[src/design/bur_pkg.sv]
package bur_pkg;

  localparam int unsigned CfgBits     = 16;
  localparam logic [CfgBits-1:0] CfgReset = 16'h8000;
  localparam int unsigned QueueDepth  = 4;

  typedef enum logic [2:0] {
    PH_EMPTY = 3'b001,
    PH_ONE   = 3'b010,
    PH_MANY  = 3'b100
  } phase_e;

endpackage

[src/design/bur_queue.sv]
module bur_queue #(
  parameter int unsigned WIDTH = 49,
  parameter int unsigned DEPTH = 4
) (
  input  logic             clk_i,
  input  logic             rst_ni,
  input  logic             push_valid_i,
  output logic             push_ready_o,
  input  logic [WIDTH-1:0] push_data_i,
  output logic             pop_valid_o,
  input  logic             pop_ready_i,
  output logic [WIDTH-1:0] pop_data_o
);

  localparam int unsigned PtrW = (DEPTH > 1) ? $clog2(DEPTH) : 1;
  localparam int unsigned CntW = $clog2(DEPTH + 1);

  logic [WIDTH-1:0] mem_q [DEPTH];
  logic [PtrW-1:0]  wr_ptr_q, wr_ptr_d, rd_ptr_q, rd_ptr_d;
  logic [CntW-1:0]  count_q, count_d;
  logic             push, pop;

  assign push_ready_o = (count_q != CntW'(DEPTH));
  assign pop_valid_o  = (count_q != '0);
  assign pop_data_o   = mem_q[rd_ptr_q];
  assign push         = push_valid_i && push_ready_o;
  assign pop          = pop_valid_o && pop_ready_i;

  always_comb begin
    wr_ptr_d = wr_ptr_q;
    rd_ptr_d = rd_ptr_q;
    count_d  = count_q;
    if (push) begin
      wr_ptr_d = (wr_ptr_q == PtrW'(DEPTH - 1)) ? '0 : wr_ptr_q + PtrW'(1);
    end
    if (pop) begin
      rd_ptr_d = (rd_ptr_q == PtrW'(DEPTH - 1)) ? '0 : rd_ptr_q + PtrW'(1);
    end
    if (push && !pop) begin
      count_d = count_q + CntW'(1);
    end else if (pop && !push) begin
      count_d = count_q - CntW'(1);
    end
  end

  always_ff @(posedge clk_i or negedge rst_ni) begin
    if (!rst_ni) begin
      wr_ptr_q <= '0;
      rd_ptr_q <= '0;
      count_q  <= '0;
    end else begin
      wr_ptr_q <= wr_ptr_d;
      rd_ptr_q <= rd_ptr_d;
      count_q  <= count_d;
    end
  end

  always_ff @(posedge clk_i) begin
    if (push) begin
      mem_q[wr_ptr_q] <= push_data_i;
    end
  end

endmodule

[src/design/bur_front.sv]
module bur_front #(
  parameter int unsigned DATA_WIDTH = 16
) (
  input  logic                      clk_i,
  input  logic                      rst_ni,
  input  logic                      in_valid_i,
  output logic                      in_ready_o,
  input  logic [DATA_WIDTH-1:0]     in_value_i,
  input  logic                      in_last_i,
  output logic                      job_valid_o,
  input  logic                      job_ready_i,
  output logic [3*DATA_WIDTH:0]     job_o
);
  import bur_pkg::*;

  localparam int unsigned JobW = 3 * DATA_WIDTH + 1;

  phase_e                phase_q, phase_d;
  logic [DATA_WIDTH-1:0] center_q, center_d, older_q, older_d;
  logic                  pend_q, pend_d;
  logic [JobW-1:0]       pend_job_q, pend_job_d;
  logic                  accept;
  logic                  new_valid;
  logic [JobW-1:0]       new_job;

  assign in_ready_o  = !pend_q && job_ready_i;
  assign accept      = in_valid_i && in_ready_o;
  assign job_valid_o = pend_q || (accept && new_valid);
  assign job_o       = pend_q ? pend_job_q : new_job;

  // Each job is packed as {last, right, left, center}.
  always_comb begin
    phase_d    = phase_q;
    center_d   = center_q;
    older_d    = older_q;
    pend_d     = pend_q && !job_ready_i;
    pend_job_d = pend_job_q;
    new_valid  = 1'b0;
    new_job    = {1'b1, in_value_i, in_value_i, in_value_i};
    if (accept) begin
      case (phase_q)
        PH_EMPTY: begin
          if (in_last_i) begin
            new_valid = 1'b1;
          end else begin
            center_d = in_value_i;
            phase_d  = PH_ONE;
          end
        end
        PH_ONE: begin
          new_valid = 1'b1;
          new_job   = {1'b0, in_value_i, in_value_i, center_q};
          older_d   = center_q;
          center_d  = in_value_i;
          phase_d   = PH_MANY;
        end
        default: begin
          new_valid = 1'b1;
          new_job   = {1'b0, in_value_i, older_q, center_q};
          older_d   = center_q;
          center_d  = in_value_i;
          phase_d   = PH_MANY;
        end
      endcase
      if (in_last_i && phase_q != PH_EMPTY) begin
        pend_d     = 1'b1;
        pend_job_d = {1'b1, center_q, center_q, in_value_i};
        phase_d    = PH_EMPTY;
      end
    end
  end

  always_ff @(posedge clk_i or negedge rst_ni) begin
    if (!rst_ni) begin
      phase_q <= PH_EMPTY;
      pend_q  <= 1'b0;
    end else begin
      phase_q <= phase_d;
      pend_q  <= pend_d;
    end
  end

  always_ff @(posedge clk_i) begin
    center_q   <= center_d;
    older_q    <= older_d;
    pend_job_q <= pend_job_d;
  end

endmodule

[src/design/bur_back.sv]
module bur_back #(
  parameter int unsigned DATA_WIDTH = 16,
  parameter int unsigned FRAC_BITS  = 12
) (
  input  logic                         clk_i,
  input  logic                         rst_ni,
  input  logic                         job_valid_i,
  output logic                         job_ready_o,
  input  logic [3*DATA_WIDTH:0]        job_i,
  input  logic [bur_pkg::CfgBits-1:0]  half_courant_i,
  output logic                         out_valid_o,
  input  logic                         out_ready_i,
  output logic [DATA_WIDTH-1:0]        out_value_o,
  output logic                         out_last_o
);
  import bur_pkg::*;

  localparam int unsigned DW    = DATA_WIDTH;
  localparam int unsigned MagW  = 2 * DW - 1;
  localparam int unsigned ProdW = MagW + CfgBits;
  localparam int unsigned Shift = FRAC_BITS + CfgBits;
  localparam int unsigned ResW  = ProdW + 2;
  localparam logic [ProdW:0] Half = (ProdW + 1)'(1) << (Shift - 1);
  localparam logic signed [ResW-1:0] MaxV = ResW'((64'sd1 <<< (DW - 1)) - 64'sd1);
  localparam logic signed [ResW-1:0] MinV = -MaxV - ResW'(1);

  logic                   adv;
  logic signed [DW-1:0]   j_u, j_l, j_r, j_n;
  logic                   j_pos;

  logic                   v1_q, v2_q, v3_q, vo_q;
  logic signed [DW-1:0]   u1_q, u2_q, u3_q;
  logic                   last1_q, last2_q, last3_q, lasto_q;
  logic                   pos1_q;
  logic signed [2*DW-1:0] squ1_q, sqn1_q;
  logic [MagW-1:0]        mag2_q;
  logic                   neg2_q, neg3_q;
  logic [DW+CfgBits-1:0]  plo3_q;
  logic [DW+CfgBits-2:0]  phi3_q;
  logic [DW-1:0]          outv_q;

  logic signed [2*DW:0]   diff;
  logic [2*DW:0]          diff_abs;
  logic [ProdW:0]         full;
  logic [ProdW:0]         term;
  logic signed [ResW-1:0] res;
  logic [DW-1:0]          sat;

  assign adv         = !vo_q || out_ready_i;
  assign job_ready_o = adv;

  assign j_u   = job_i[DW-1:0];
  assign j_l   = job_i[2*DW-1:DW];
  assign j_r   = job_i[3*DW-1:2*DW];
  assign j_pos = !j_u[DW-1] && (j_u != '0);
  assign j_n   = j_pos ? j_l : j_r;

  assign diff     = pos1_q ? ((2*DW+1)'(squ1_q) - (2*DW+1)'(sqn1_q))
                           : ((2*DW+1)'(sqn1_q) - (2*DW+1)'(squ1_q));
  assign diff_abs = diff[2*DW] ? -diff : diff;

  assign full = ((ProdW + 1)'(phi3_q) << DW) + (ProdW + 1)'(plo3_q) + Half;
  assign term = full >> Shift;
  assign res  = neg3_q ? (ResW'(u3_q) + $signed(ResW'(term)))
                       : (ResW'(u3_q) - $signed(ResW'(term)));

  always_comb begin
    if (res > MaxV) begin
      sat = MaxV[DW-1:0];
    end else if (res < MinV) begin
      sat = MinV[DW-1:0];
    end else begin
      sat = res[DW-1:0];
    end
  end

  always_ff @(posedge clk_i or negedge rst_ni) begin
    if (!rst_ni) begin
      v1_q <= 1'b0;
      v2_q <= 1'b0;
      v3_q <= 1'b0;
      vo_q <= 1'b0;
    end else if (adv) begin
      v1_q <= job_valid_i;
      v2_q <= v1_q;
      v3_q <= v2_q;
      vo_q <= v3_q;
    end
  end

  always_ff @(posedge clk_i) begin
    if (adv) begin
      u1_q    <= j_u;
      last1_q <= job_i[3*DW];
      pos1_q  <= j_pos;
      squ1_q  <= j_u * j_u;
      sqn1_q  <= j_n * j_n;

      u2_q    <= u1_q;
      last2_q <= last1_q;
      mag2_q  <= diff_abs[MagW-1:0];
      neg2_q  <= diff[2*DW];

      u3_q    <= u2_q;
      last3_q <= last2_q;
      neg3_q  <= neg2_q;
      plo3_q  <= mag2_q[DW-1:0] * half_courant_i;
      phi3_q  <= mag2_q[MagW-1:DW] * half_courant_i;

      outv_q  <= sat;
      lasto_q <= last3_q;
    end
  end

  assign out_valid_o = vo_q;
  assign out_value_o = outv_q;
  assign out_last_o  = lasto_q;

endmodule

[src/design/burgers_upwind_row_update.sv]
// Channel  Dir  Handshake                    Payload
// s_axis   in   s_axis_tvalid/s_axis_tready  tdata: cell_value; tlast: last_cell
// m_axis   out  m_axis_tvalid/m_axis_tready  tdata: new_value; tlast: row_end
// cfg      in   cfg_valid_i/cfg_ready_o      cfg_data_i: half_courant
//
// One cell is taken per cycle while the queue has room; after a row-end cell the input
// is held while its second request enters the four-entry queue.
// The back end is four register stages sharing one stall; each request passes through
// them in order before its result is presented.
// Reset clears the row phase, the queue and the pipeline, and sets half_courant to 0.5.
// A stalled output freezes the back end; the queue lets the front keep taking cells until it fills.
module burgers_upwind_row_update #(
  parameter int unsigned DATA_WIDTH = 16,
  parameter int unsigned FRAC_BITS  = 12
) (
  input  logic                             clk_i,
  input  logic                             rst_ni,
  input  logic                             s_axis_tvalid,
  output logic                             s_axis_tready,
  // tdata bits from the lowest: cell_value, zero fill.
  input  logic [((DATA_WIDTH+7)/8)*8-1:0]  s_axis_tdata,
  input  logic                             s_axis_tlast,
  output logic                             m_axis_tvalid,
  input  logic                             m_axis_tready,
  // tdata bits from the lowest: new_value, zero fill.
  output logic [((DATA_WIDTH+7)/8)*8-1:0]  m_axis_tdata,
  output logic                             m_axis_tlast,
  input  logic                             cfg_valid_i,
  output logic                             cfg_ready_o,
  input  logic [bur_pkg::CfgBits-1:0]      cfg_data_i
);
  import bur_pkg::*;

  localparam int unsigned TdataW = ((DATA_WIDTH + 7) / 8) * 8;
  localparam int unsigned JobW   = 3 * DATA_WIDTH + 1;

  logic [CfgBits-1:0]    half_courant_q;
  logic                  fq_valid, fq_ready, qb_valid, qb_ready;
  logic [JobW-1:0]       fq_job, qb_job;
  logic [DATA_WIDTH-1:0] out_value;

  assign cfg_ready_o = 1'b1;

  always_ff @(posedge clk_i or negedge rst_ni) begin
    if (!rst_ni) begin
      half_courant_q <= CfgReset;
    end else if (cfg_valid_i) begin
      half_courant_q <= cfg_data_i;
    end
  end

  bur_front #(
    .DATA_WIDTH(DATA_WIDTH)
  ) u_front (
    .clk_i       (clk_i),
    .rst_ni      (rst_ni),
    .in_valid_i  (s_axis_tvalid),
    .in_ready_o  (s_axis_tready),
    .in_value_i  (s_axis_tdata[DATA_WIDTH-1:0]),
    .in_last_i   (s_axis_tlast),
    .job_valid_o (fq_valid),
    .job_ready_i (fq_ready),
    .job_o       (fq_job)
  );

  bur_queue #(
    .WIDTH(JobW),
    .DEPTH(QueueDepth)
  ) u_queue (
    .clk_i        (clk_i),
    .rst_ni       (rst_ni),
    .push_valid_i (fq_valid),
    .push_ready_o (fq_ready),
    .push_data_i  (fq_job),
    .pop_valid_o  (qb_valid),
    .pop_ready_i  (qb_ready),
    .pop_data_o   (qb_job)
  );

  bur_back #(
    .DATA_WIDTH(DATA_WIDTH),
    .FRAC_BITS (FRAC_BITS)
  ) u_back (
    .clk_i          (clk_i),
    .rst_ni         (rst_ni),
    .job_valid_i    (qb_valid),
    .job_ready_o    (qb_ready),
    .job_i          (qb_job),
    .half_courant_i (half_courant_q),
    .out_valid_o    (m_axis_tvalid),
    .out_ready_i    (m_axis_tready),
    .out_value_o    (out_value),
    .out_last_o     (m_axis_tlast)
  );

  assign m_axis_tdata = TdataW'(out_value);

endmodule
[config.mk]
export PLATFORM = sky130hd
export DESIGN_NAME = burgers_upwind_row_update
export DESIGN_NICKNAME = d
export VERILOG_FILES = /design/src/design/bur_pkg.sv /design/src/design/bur_queue.sv /design/src/design/bur_front.sv /design/src/design/bur_back.sv /design/src/design/burgers_upwind_row_update.sv
export SDC_FILE = /design/constraint.sdc
export NUM_CORES = 2
export LEC_CHECK = 0
export BUFFER_PORTS_ARGS = -buffer_cell sky130_fd_sc_hd__buf_2
export CORE_MARGIN = 1.5
export CORE_UTILIZATION = 60
export CTS_CLUSTER_SIZE = 12
export DETAILED_ROUTE_END_ITERATION = 10
export GPL_ROUTABILITY_DRIVEN = 0
export HOLD_SLACK_MARGIN = 0.15
export PLACE_DENSITY_LB_ADDON = 0.1
export SETUP_SLACK_MARGIN = 0.05
export SYNTH_ARGS = -nofsm -noshare
export SYNTH_HDL_FRONTEND = slang
export SYNTH_HIERARCHICAL = 1
export SYNTH_SLANG_ARGS = --single-unit
[constraint.sdc]
create_clock -name clk_i -period 8.3 [get_ports clk_i]
set_input_delay 1.66 -clock clk_i [delete_from_list [all_inputs] [get_ports clk_i]]
set_output_delay 1.66 -clock clk_i [all_outputs]
set_load 0.05 [all_outputs]
==> flow_summary.ini <==
[critical_path]
cp_max_fo = 17
path_class = flip-flop to flip-flop
cp_slowest_stage_delay_ps = 570
crit_path_end_kind = flip-flop
slowest_stage = fa_1
cp-start-kind = flip-flop
crit_required_ps = 8730
worstPathArrival_ps = 8600
crit_family = adder cells
crit_buf_inv = 12
critPathMostFrequentCell = inv_1

[synthesis]
synth_edf_count = 470
yosys_warnings = 6
yosysSeqAreaShare_pct = 26.0
yosys.area.top_type = fa_1
ys_ff_latch = 501
yosys_most_used_dff = edfxtp_1
async_flop_share_pct = 6.19
yosys-top-cells-count = inv_1 (1096), fa_1 (856), nand2_1 (512)
syn_area_um2 = 57300
avgSynthCellArea_um2 = 10.7
synth_area_leaders = fa_1 (30%), edfxtp_1 (25%), ha_1 (11%)
yosysUniqueCellTypes = 110
synth_nets = 6737
synth_most_common_cell = inv_1
synth_top_area_share_pct = 29.9
postSynthCellCount = 5356

[sta]
min_period_over_period_pct = 98.4
rsz0062_at_grt = true
final_max_slew_viol_count = 0
fin_tns_setup_ps = 0
fin_crit_ps = 8170
fin_skew_ps = 57.2
tightestPinTransition_ps = 993
max_freq_mhz = 122
max_slew_margin_pct = 33.8
setup_violations = 0
hold_violations = 0

[detailed_routing]
wire_per_inst_um = 19.3
first_iter_violations = 2289
drtPass1Iterations = 7
via_per_inst = 5.58
drcViolationCount = 0
postRouteAntennaNets = 0
totalWireLength_um = 131000
num_vias = 37983

[global_routing]
antenna_found_initial = 1
grt_max_degree = 69
grt_pass1_wl_um = 215000
gr-usage-all-layers_pct = 28.0
grt_pass1_vias = 40726
grt-ovfl-total = 0

[min_path]
hp-class = flip-flop to flip-flop

[cts]
cts_hold_buf = 0
clk_pin_slew_worst_paths_ps = 60
cts_tree = done
numCtsBuffers = 58
htreeDepth = 2
cts_max_path_buffers = 3
clock_latency_ps = 680
clock-sinks = 501
cts_root_buf = clkbuf_16

[finish]
syn_to_final_growth_pct = 8.41
fillers = 7433
final-seq-area_um2 = 14900
fin_nets = 6881
fin_cells = 6805
drive_above_1_share_pct = 9.96
multiInputGateArea_um2 = 37700
n_antenna_cell = 0

[flow_run]
cap_viol_max_count = 0

[floorplanning]
fp.dieH_um = 312
core-area_um2 = 94700
die_area_um2 = 97300
initial_core_util_pct = 60.5
die_w_um = 312
io_pins = 58
fp-row-count = 113

[status]
status = complete, no violations

[place]
port_buffers = 56
dp_hpwl_um = 103000
dp.cells = 6696
flip-flops by register name, indices dropped and copies added, names as in the netlist, 30 cells and up:
register,flops
u_back/phi3_q,31
u_front/pend_job_q,32
u_queue/mem_q,196
u_back/squ1_q,30
u_back/mag2_q,31
u_back/sqn1_q,31
final cells by class:
type | count | area share, %
clock buffers | 68 | 2.43
repair buffers | 258 | 3.00
multi-input cells | 3573 | 60.8
well taps | 1265 | 2.55
clock inverters | 32 | 0.538
inverters | 1108 | 6.72
flip-flops and latches | 501 | 24.0
layer usage:
metal  global-route usage, %  share of wire [%]  vias up
li1                        -                  -    17497
met1                    35.4                 40    19238
met2                    49.8                 51     1000
met3                    2.88                4.3      246
met4                    10.8                4.0        2
met5                       0             0.0099        -
worst register-to-register path: cells and delay by family, from the launching register on:
| family | cells | cell delay [ps] |
|---|---|---|
| and+or+nand+nor | 3 | 730 |
| buffers and inverters | 12 | 1430 |
| AOI/OAI and AO/OA | 6 | 900 |
| adders and majority gates | 7 | 3460 |
| DFF | 1 | 450 |
| muxes | 2 | 880 |
| xor gates and xnor gates | 1 | 70 |
metrics by stage:
stage	area (µm²)	util, %	worst slack (ps)	hold WS (ps)
after CTS	61900	65.3	68.2	418
after detailed placement	60000	63.3	-75.5	405
after floorplan	57400	-	-141	400
after global routing	62100	65.5	-182	419
final	62100	65.5	134	416
after global placement	60000	63.3	35.9	401
kinds of logic (layout without fill, tap and decap cells):
logic type | count (synthesis) | after routing | share of synthesized area (%)
adder cells (fa/ha/maj) | 1343 | 1343 | 40.6
AND/OR/NAND/NOR | 1280 | 1280 | 10.9
XOR/XNOR | 222 | 222 | 3.44
flip-flops | 501 | 501 | 26.0
AO/OA/AOI/OAI | 615 | 615 | 7.40
buffers and inverters | 1282 | 1466 | 8.54
other | 1 | 1 | 0.00655
multiplexers | 112 | 112 | 3.19
worst paths after layout:
check                                 endpoint  depth (start not counted)  slack (ps)                 from
hold / removal                  u_back/u3_q[1]                          0         420       u_back/u2_q[1]
hold reg to reg                 u_back/u3_q[1]                          0         420       u_back/u2_q[1]
setup / recovery             u_back/sqn1_q[30]                         31         130  u_queue/rd_ptr_q[0]
max in group asynchronous  u_queue/rd_ptr_q[0]                          2        6700               rst_ni
setup reg to reg             u_back/sqn1_q[30]                         31         130  u_queue/rd_ptr_q[0]
min in group asynchronous    half_courant_q[6]                          2        1100               rst_ni
timing repair:
item / in CTS / in global routing
gates resized for setup: 10 / 39
endpoints found under the setup margin: 4 / 12
buffers inserted: 0 / 8
gates cloned: 0 / 1
pin swaps: 1 / 15
placed cells by master, fill, tap and decap left out, types with 19 or more instances in the layout:
| master | count |
|---|---|
| a211oi_1 | 23 |
| a21o_1 | 86 |
| a21oi_1 | 167 |
| a221o_1 | 38 |
| a31oi_1 | 19 |
| and2_1 | 296 |
| buf_2 | 56 |
| buf_4 | 196 |
| clkbuf_16 | 59 |
| dfrtp_1 | 27 |
| edfxtp_1 | 470 |
| fa_1 | 852 |
| ha_1 | 487 |
| inv_1 | 1093 |
| mux2_2 | 25 |
| mux2i_1 | 19 |
| mux4_2 | 49 |
| nand2_1 | 507 |
| nand3_1 | 37 |
| nand4_1 | 23 |
| nor2_1 | 211 |
| nor2b_1 | 20 |
| nor3_1 | 51 |
| o21a_1 | 26 |
| o21ai_0 | 75 |
| o21bai_1 | 29 |
| xnor2_1 | 167 |
| xor2_1 | 53 |
Power is left out: the tool's default activity adds up to more than one toggle a clock period on the data nets, which glitch-free logic cannot reach.
